**src/rtl/kst_pkg.sv**
```systemverilog
// Shared types and constants for the keyed slot table.
// Holds the controller state enum, the command/status structs and the result codes.
// No dependencies.
`timescale 1ns / 1ps
`default_nettype none

package kst_pkg;

	localparam int ACTIVE_SIZE_W = 7;
	localparam logic [ACTIVE_SIZE_W-1:0] ACTIVE_SIZE_RESET = 7'd64;

	localparam int STATUS_W = 3;
	localparam int SLOT_W   = 6;
	localparam int IN_KEY_W = 32;
	localparam int IN_VAL_W = 32;
	localparam int S_TDATA_W = 72;
	localparam int M_TDATA_W = 16;

	localparam logic [STATUS_W-1:0] STAT_UPDATED   = 3'd0;
	localparam logic [STATUS_W-1:0] STAT_INSERTED  = 3'd1;
	localparam logic [STATUS_W-1:0] STAT_FULL      = 3'd2;
	localparam logic [STATUS_W-1:0] STAT_FREED     = 3'd3;
	localparam logic [STATUS_W-1:0] STAT_NOT_FOUND = 3'd4;

	localparam logic MODE_ALLOC = 1'b0;
	localparam logic MODE_FREE  = 1'b1;

	typedef enum logic [1:0] {
		ST_IDLE,
		ST_MATCH,
		ST_WRITE
	} kst_state_t;

	typedef struct packed {
		logic load_req;
		logic match;
		logic commit;
	} kst_cmd_t;

	typedef struct packed {
		logic out_busy;
	} kst_stat_t;

endpackage

`default_nettype wire

```
**src/rtl/keyed_slot_table_unit.sv**
```systemverilog
// Keyed slot table: top level joining the controller and the datapath.
// Depends on kst_pkg, kst_ctrl and kst_datapath.
//
// Usage:
//   Requests enter on the s_ stream (s_tdata: mode, key, value from bit 0 up).
//   Each request yields one result word on the m_ stream (status, slot).
//   Allocate updates the lowest active slot with a matching key, else claims
//   the lowest inactive slot, else reports the table full. Free clears every
//   matching active slot and reports the lowest one.
//   A request is compared against all slots in parallel in the cycle after
//   acceptance and then written back, which loads the result register. A new
//   request can be accepted in the cycle the previous one is written back, not
//   before, as the compare stage is followed by the write-back stage.
//   While a result waits on m_tready, the next request is still accepted and
//   compared, then holds at write-back until the result register is free.
//   Reset clears all active marks and sets active_size to 64; no sweep is
//   needed. cfg_we writes active_size; the user must keep it to idle (not enforced).
`timescale 1ns / 1ps
`default_nettype none

module keyed_slot_table_unit import kst_pkg::*; #(
	parameter int SLOTS      = 64,
	parameter int KEY_BITS   = 32,
	parameter int VALUE_BITS = 32
) (
	input  wire logic                     clk,
	input  wire logic                     arst_n,
	input  wire logic                     s_tvalid,
	output logic                          s_tready,
	input  wire logic [S_TDATA_W-1:0]     s_tdata,   // mode[0], key[32:1], value[64:33]
	output logic                          m_tvalid,
	input  wire logic                     m_tready,
	output logic [M_TDATA_W-1:0]          m_tdata,   // status[2:0], slot[8:3]
	input  wire logic                     cfg_we,
	input  wire logic [ACTIVE_SIZE_W-1:0] cfg_wdata
);

	kst_cmd_t  cmd;
	kst_stat_t stat;

	kst_ctrl u_ctrl (
		.clk      (clk),
		.arst_n   (arst_n),
		.s_tvalid (s_tvalid),
		.s_tready (s_tready),
		.stat     (stat),
		.cmd      (cmd)
	);

	kst_datapath #(
		.SLOTS      (SLOTS),
		.KEY_BITS   (KEY_BITS),
		.VALUE_BITS (VALUE_BITS)
	) u_datapath (
		.clk       (clk),
		.arst_n    (arst_n),
		.cmd       (cmd),
		.stat      (stat),
		.s_tdata   (s_tdata),
		.cfg_we    (cfg_we),
		.cfg_wdata (cfg_wdata),
		.m_tvalid  (m_tvalid),
		.m_tready  (m_tready),
		.m_tdata   (m_tdata)
	);

endmodule

`default_nettype wire

```
**src/rtl/kst_ctrl.sv**
```systemverilog
// Controller state machine for the keyed slot table.
// Sequences request load, match and write-back; depends on kst_pkg.
`timescale 1ns / 1ps
`default_nettype none

module kst_ctrl import kst_pkg::*; (
	input  wire logic      clk,
	input  wire logic      arst_n,
	input  wire logic      s_tvalid,
	output logic           s_tready,
	input  wire kst_stat_t stat,
	output kst_cmd_t       cmd
);

	kst_state_t state_q;
	kst_state_t state_next;

	always_ff @(posedge clk or negedge arst_n) begin
		if (!arst_n) begin
			state_q <= ST_IDLE;
		end else begin
			state_q <= state_next;
		end
	end

	always_comb begin
		state_next = state_q;
		unique case (state_q)
			ST_IDLE: begin
				if (s_tvalid) begin
					state_next = ST_MATCH;
				end
			end
			ST_MATCH: begin
				state_next = ST_WRITE;
			end
			ST_WRITE: begin
				// A new word may enter in the same cycle the previous one commits.
				if (!stat.out_busy) begin
					state_next = s_tvalid ? ST_MATCH : ST_IDLE;
				end
			end
			default: begin
				state_next = ST_IDLE;
			end
		endcase
	end

	always_comb begin
		s_tready     = 1'b0;
		cmd.match    = 1'b0;
		cmd.commit   = 1'b0;
		unique case (state_q)
			ST_IDLE: begin
				s_tready = 1'b1;
			end
			ST_MATCH: begin
				cmd.match = 1'b1;
			end
			ST_WRITE: begin
				s_tready   = !stat.out_busy;
				cmd.commit = !stat.out_busy;
			end
			default: begin
				s_tready = 1'b0;
			end
		endcase
		cmd.load_req = s_tvalid && s_tready;
	end

endmodule

`default_nettype wire

```
**src/rtl/kst_datapath.sv**
```systemverilog
// Datapath of the keyed slot table: slot storage, parallel key compare,
// priority encode, write-back and the result register. Depends on kst_pkg.
`timescale 1ns / 1ps
`default_nettype none

module kst_datapath import kst_pkg::*; #(
	parameter int SLOTS      = 64,
	parameter int KEY_BITS   = 32,
	parameter int VALUE_BITS = 32
) (
	input  wire logic                     clk,
	input  wire logic                     arst_n,
	input  wire kst_cmd_t                 cmd,
	output kst_stat_t                     stat,
	input  wire logic [S_TDATA_W-1:0]     s_tdata,
	input  wire logic                     cfg_we,
	input  wire logic [ACTIVE_SIZE_W-1:0] cfg_wdata,
	output logic                          m_tvalid,
	input  wire logic                     m_tready,
	output logic [M_TDATA_W-1:0]          m_tdata
);

	localparam int IDX_W = (SLOTS > 1) ? $clog2(SLOTS) : 1;
	localparam int CMP_W = (IDX_W + 1 > ACTIVE_SIZE_W) ? IDX_W + 1 : ACTIVE_SIZE_W;

	logic [ACTIVE_SIZE_W-1:0] active_size_q;

	// Request register, loaded on accept.
	logic                  mode_q;
	logic [KEY_BITS-1:0]   key_q;
	logic [VALUE_BITS-1:0] value_q;

	// Match stage.
	logic                  mode_s1;
	logic [KEY_BITS-1:0]   key_s1;
	logic [VALUE_BITS-1:0] value_s1;
	logic [SLOTS-1:0]      hit_s1;
	logic [SLOTS-1:0]      free_s1;

	logic [KEY_BITS-1:0]   slot_key_q [SLOTS];
	logic [VALUE_BITS-1:0] slot_value_q [SLOTS];
	logic [SLOTS-1:0]      slot_active_q;

	logic [SLOTS-1:0] in_range;
	logic [SLOTS-1:0] hit_now;
	logic [IDX_W-1:0] hit_idx;
	logic [IDX_W-1:0] free_idx;
	logic             any_hit;
	logic             any_free;

	logic                m_tvalid_q;
	logic [STATUS_W-1:0] status_q;
	logic [SLOT_W-1:0]   slot_q;

	always_ff @(posedge clk or negedge arst_n) begin
		if (!arst_n) begin
			active_size_q <= ACTIVE_SIZE_RESET;
		end else if (cfg_we) begin
			active_size_q <= cfg_wdata;
		end
	end

	always_ff @(posedge clk) begin
		if (cmd.load_req) begin
			mode_q  <= s_tdata[0];
			key_q   <= KEY_BITS'(s_tdata[IN_KEY_W:1]);
			value_q <= VALUE_BITS'(s_tdata[IN_KEY_W+IN_VAL_W:IN_KEY_W+1]);
		end
	end

	always_comb begin
		for (int i = 0; i < SLOTS; i++) begin
			in_range[i] = CMP_W'(i) < CMP_W'(active_size_q);
			hit_now[i]  = in_range[i] && slot_active_q[i] && (slot_key_q[i] == key_q);
		end
	end

	always_ff @(posedge clk) begin
		if (cmd.match) begin
			mode_s1  <= mode_q;
			key_s1   <= key_q;
			value_s1 <= value_q;
			hit_s1   <= hit_now;
			free_s1  <= in_range & ~slot_active_q;
		end
	end

	// Lowest set bit wins in both vectors.
	always_comb begin
		hit_idx  = '0;
		free_idx = '0;
		for (int i = SLOTS - 1; i >= 0; i--) begin
			if (hit_s1[i]) begin
				hit_idx = IDX_W'(i);
			end
			if (free_s1[i]) begin
				free_idx = IDX_W'(i);
			end
		end
		any_hit  = |hit_s1;
		any_free = |free_s1;
	end

	always_ff @(posedge clk or negedge arst_n) begin
		if (!arst_n) begin
			slot_active_q <= '0;
		end else if (cmd.commit) begin
			if (mode_s1 == MODE_FREE) begin
				slot_active_q <= slot_active_q & ~hit_s1;
			end else if (!any_hit && any_free) begin
				slot_active_q[free_idx] <= 1'b1;
			end
		end
	end

	always_ff @(posedge clk) begin
		if (cmd.commit && mode_s1 == MODE_ALLOC) begin
			if (any_hit) begin
				slot_value_q[hit_idx] <= value_s1;
			end else if (any_free) begin
				slot_key_q[free_idx]   <= key_s1;
				slot_value_q[free_idx] <= value_s1;
			end
		end
	end

	always_ff @(posedge clk or negedge arst_n) begin
		if (!arst_n) begin
			m_tvalid_q <= 1'b0;
		end else if (cmd.commit) begin
			m_tvalid_q <= 1'b1;
		end else if (m_tready) begin
			m_tvalid_q <= 1'b0;
		end
	end

	always_ff @(posedge clk) begin
		if (cmd.commit) begin
			if (mode_s1 == MODE_FREE) begin
				status_q <= any_hit ? STAT_FREED : STAT_NOT_FOUND;
				slot_q   <= any_hit ? SLOT_W'(hit_idx) : '0;
			end else if (any_hit) begin
				status_q <= STAT_UPDATED;
				slot_q   <= SLOT_W'(hit_idx);
			end else if (any_free) begin
				status_q <= STAT_INSERTED;
				slot_q   <= SLOT_W'(free_idx);
			end else begin
				status_q <= STAT_FULL;
				slot_q   <= '0;
			end
		end
	end

	assign stat.out_busy = m_tvalid_q && !m_tready;
	assign m_tvalid      = m_tvalid_q;
	assign m_tdata       = {{(M_TDATA_W - STATUS_W - SLOT_W){1'b0}}, slot_q, status_q};

endmodule

`default_nettype wire

```
**config.mk**
```make
export PLATFORM = sky130hd
export DESIGN_NAME = keyed_slot_table_unit
export DESIGN_NICKNAME = d
export VERILOG_FILES = /design/src/rtl/kst_pkg.sv /design/src/rtl/keyed_slot_table_unit.sv /design/src/rtl/kst_ctrl.sv /design/src/rtl/kst_datapath.sv
export SDC_FILE = /design/constraint.sdc
export NUM_CORES = 2
export LEC_CHECK = 0
export BUFFER_PORTS_ARGS = -buffer_cell sky130_fd_sc_hd__buf_2
export CAP_MARGIN = 20
export CORE_ASPECT_RATIO = 1.1
export CORE_MARGIN = 2
export CORE_UTILIZATION = 45
export CTS_BUF_LIST = sky130_fd_sc_hd__clkbuf_8 sky130_fd_sc_hd__clkbuf_16
export CTS_CLUSTER_DIAMETER = 120
export DETAILED_ROUTE_END_ITERATION = 10
export REMOVE_ABC_BUFFERS = 1
export SETUP_SLACK_MARGIN = 0.02
export SLEW_MARGIN = 10
export SYNTH_ARGS = -nofsm -noshare
export SYNTH_HDL_FRONTEND = slang
export SYNTH_SLANG_ARGS = --single-unit
```
**constraint.sdc**
```tcl
create_clock -name clk -period 9.5 [get_ports clk]
set_input_delay 1.9 -clock clk [delete_from_list [all_inputs] [get_ports clk]]
set_output_delay 1.9 -clock clk [all_outputs]
set_load 0.01 [all_outputs]
```
==> flow_summary_export.csv <==
group,metric,value,unit
run,drv_cap,0,
min_path,hold_class,"flop to flop",
yosys,ys_warn_count,0,
setup_path,worstSetupEndpointType,"flop",
placement,gp_congestion,1.006,
grt,grt_antenna_before_repair,41,
setup_path,crit_path_end,"u_datapath.slot_key_q[10][9]",
clock_tree,cts_sinks,2325,
setup_path,slowest_delay,820,ps
setup_path,start_kind,"flop",
setup_path,cp_top_family,"simple AND/OR/NAND/NOR gates",
cells_and_area,fin_nets,6591,
yosys,ys.flop_type,"edfxtp_1",
clock_tree,tritoncts,"yes",
floorplanning,ios,102,
timing,setup_viol,0,
setup_path,cp.required,10060,ps
drt,ant_nets,0,
setup_path,cp_data_arrival_time,5660,ps
clock_tree,cts_resized,0,
timing,slew_viol_final,0,
clock_tree,cts_root_buf,"clkbuf_16",
grt,grt_usage,31.32,%
drt,wl,347.8,mm
placement,place_hpwl,192.5,mm
yosys,seq_area_frac_synth,71.33,%
yosys,yosysTopAreaCellShare,69.43,%
setup_path,worstReg2RegStart,"u_datapath.free_s1[44]",
cells_and_area,final_common_cell,"edfxtp_1",
setup_path,path_max_fanout,24,
power_and_ir_drop,p_leak,34.97,nW
yosys,synthArstFlopShare,3.183,%
setup_path,cp-startpoint,"u_datapath.free_s1[44]",
yosys,netlist_area,0.09735,mm^2
drt,firstDrtPassIters,7,
drt,wl_per_cell,36.22,um
timing,rsz0062_at_grt,"false",
cells_and_area,nFillCells,17790,
setup_path,path_depth,9,
floorplanning,die_x,447.5,um
yosys,synth_top_area_cell,"edfxtp_1",
timing,fin_hold_ws,525.1,ps
setup_path,cpMostUsedCell,"buf_4",
grt,grt_pass1_wl,469.5,mm
clock_tree,cts_buffers,225,
yosys,syn_avg_cell_area,15.63,um^2
floorplanning,initial_core_util,45.14,%
setup_path,path_cells,"nor4_1, o211ai_1, a31oi_1, o21ai_1, nand3b_1, buf_4, or2_2, nor2_2, buf_4",
timing,hold_viol,0,
yosys,ys_top_cells_by_area,"edfxtp_1 (69%), xor2_1 (9.1%), xnor2_1 (8.9%)",
yosys,syn-instance-count,6229,
floorplanning,die_h,491.8,um
clock_tree,cts_htree_levels,4,
clock_tree,clock_latency,890,ps
setup_path,reg2reg_to,"u_datapath.slot_key_q[10][9]",
power_and_ir_drop,vdd_drop_max,0.0001671,V
power_and_ir_drop,pwr_density_cell,201.6,mW/mm^2
cells_and_area,drive_gt1_share,10.82,%
drt,drc,0,
drt,via_count,58980,
setup_path,ff2ff_path_depth,9,
setup_path,path_buf_inv,2,
drt,drtIter0Drc,9061,
yosys,ys_ff_latch,2325,
setup_path,path_class,"flop to flop",
setup_path,cpMaxStageDelayCell,"nand3b_1",
status,status,"finished clean",
yosys,synth_edf_count,2251,
clock_tree,cts_hold_buf,0,
cells_and_area,final_cell_mix,"edfxtp_1 (2,251), xor2_1 (1,012), xnor2_1 (992)",
timing,fin_crit_sh,53.71,%
drt,avgViaCountPerCell,6.141,
placement,io_buffers,55,
grt,grt-ovfl-total,0,
timing,tightest_slew,1256,ps
setup_path,rrSetupSlack,4400,ps
floorplanning,num_rows,179,
clock_tree,clockBufferDepth,3,
grt,grt_max_degree,149,
clock_tree,post-cts-setup-buffers,0,
timing,relSlewSlack,16.24,%
floorplanning,core_area,0.2157,mm^2
grt,grt_pass1_vias,55490,
timing,tns,0,ps
timing,period_minus_slack,5102,ps
clock_tree,cts.clk_slew.worst_paths,70,ps
timing,max_freq,196.0,MHz
yosys,yosysUniqueCellTypes,71,
cells_and_area,syn2layout_area_growth,12.83,%
timing,skew,47.12,ps
floorplanning,die_area,0.2201,mm^2
metal layers:
metal  global-route usage (%)  routed length (um)  vias up
li1                         -                   -    23570
met1                    42.99              134100    31040
met2                    50.49              164700     3701
met3                    4.562               34240      661
met4                    12.01               14710        6
met5                        0                  46        -
worst min-delay path by stage:
stage / startpoint / to / cells after the start
finish: u_datapath.slot_active_q[22] / u_datapath.slot_active_q[22] / 2
global placement: u_datapath.slot_active_q[23] / u_datapath.slot_active_q[23] / 2
floorplan: u_datapath.mode_q / u_datapath.mode_s1 / 0
detailed placement: u_datapath.slot_active_q[22] / u_datapath.slot_active_q[22] / 2
global route: u_datapath.slot_active_q[23] / u_datapath.slot_active_q[23] / 2
CTS: u_datapath.slot_active_q[23] / u_datapath.slot_active_q[23] / 2
sequential cells by signal, indices dropped and copies added (netlist names):
name	cells
u_datapath.slot_key_q	2048
u_datapath.free_s1	64
u_datapath.hit_s1	64
u_datapath.slot_active_q	64
u_datapath.key_q	32
u_datapath.key_s1	32
u_datapath.active_size_q	7
u_datapath.slot_q	6
u_datapath.status_q	3
u_ctrl.state_q	2
u_datapath.m_tvalid	1
u_datapath.mode_q	1
u_datapath.mode_s1	1
worst reg2reg max path, cell delays in order (launching register included):
cell and delay (ps):
edfxtp_1 480, nor4_1 740, o211ai_1 310, a31oi_1 290
o21ai_1 310, nand3b_1 820, buf_4 510, or2_2 510
nor2_2 430, buf_4 390
synthesized netlist by cell type (6+ instances only):
cell and number:
nor4_1 335, inv_1 64, a211oi_1 24, xnor2_1 992
nand4_1 306, dfrtp_1 73, a32o_1 8, buf_1 86
nand2_1 155, clkbuf_1 191, o21bai_1 9, mux2_2 7
a21oi_1 80, o22ai_1 12, nor2_1 147, nand3_1 66
nand2b_1 13, nor2b_1 23, o211ai_1 9, xor2_1 1012
or4_1 16, edfxtp_1 2251, and3_1 11, o21ai_0 68
nor3_1 98, a21o_1 11, o31ai_1 25, o221ai_1 6
buf_4 7, a2111oi_0 19, o21a_1 7, or3_1 11
power breakdown:
group / total (W) / internal (W) / switching [W]
logic: 0.00190 / 0.000439 / 0.00146
registers: 0.0115 / 0.0114 / 0.000117
clock network: 0.00873 / 0.00480 / 0.00393
total: 0.0221 / 0.0166 / 0.00550
logic make-up (layout without fill, tap and decap cells):
logic type	after synthesis	in the layout	synth area share, %
flip-flops	2325	2325	71.33
XOR/XNOR	2004	2004	18.03
AND/OR/NAND/NOR	1213	1213	6.925
buffers and inverters	351	817	1.391
AO/OA/AOI/OAI	328	328	2.236
multiplexers	7	7	0.08097
other	1	14	0.003852
metrics by stage:
step           power, W  cells  cell area [um^2]  utilization (%)  worst slack [ps]
2_1_floorplan   0.01255   5948             96260                -              1215
3_3_place_gp    0.01357   9175            102700            47.62              4429
3_5_place_dp    0.01358   9175            102700            47.62              4410
4_1_cts         0.02215   9596            109800            50.91              4394
5_1_grt         0.02258   9598            109800            50.92              4321
6_report        0.02214   9604            109800            50.93              4398
area by class of cell:
cell class / count / area [um^2] / area share, %
Antenna cell: 7 / 17.52 / 0.01595
Clock buffer: 239 / 5902 / 5.373
Clock inverter: 182 / 1212 / 1.104
Inverter: 64 / 240.2 / 0.2187
Multi-Input combinational cell: 3559 / 26810 / 24.41
Sequential cell: 2325 / 69450 / 63.22
Tap cell: 2896 / 3623 / 3.299
Timing Repair Buffer: 332 / 2590 / 2.358
Note: power is estimated with default switching activity, not from simulation.
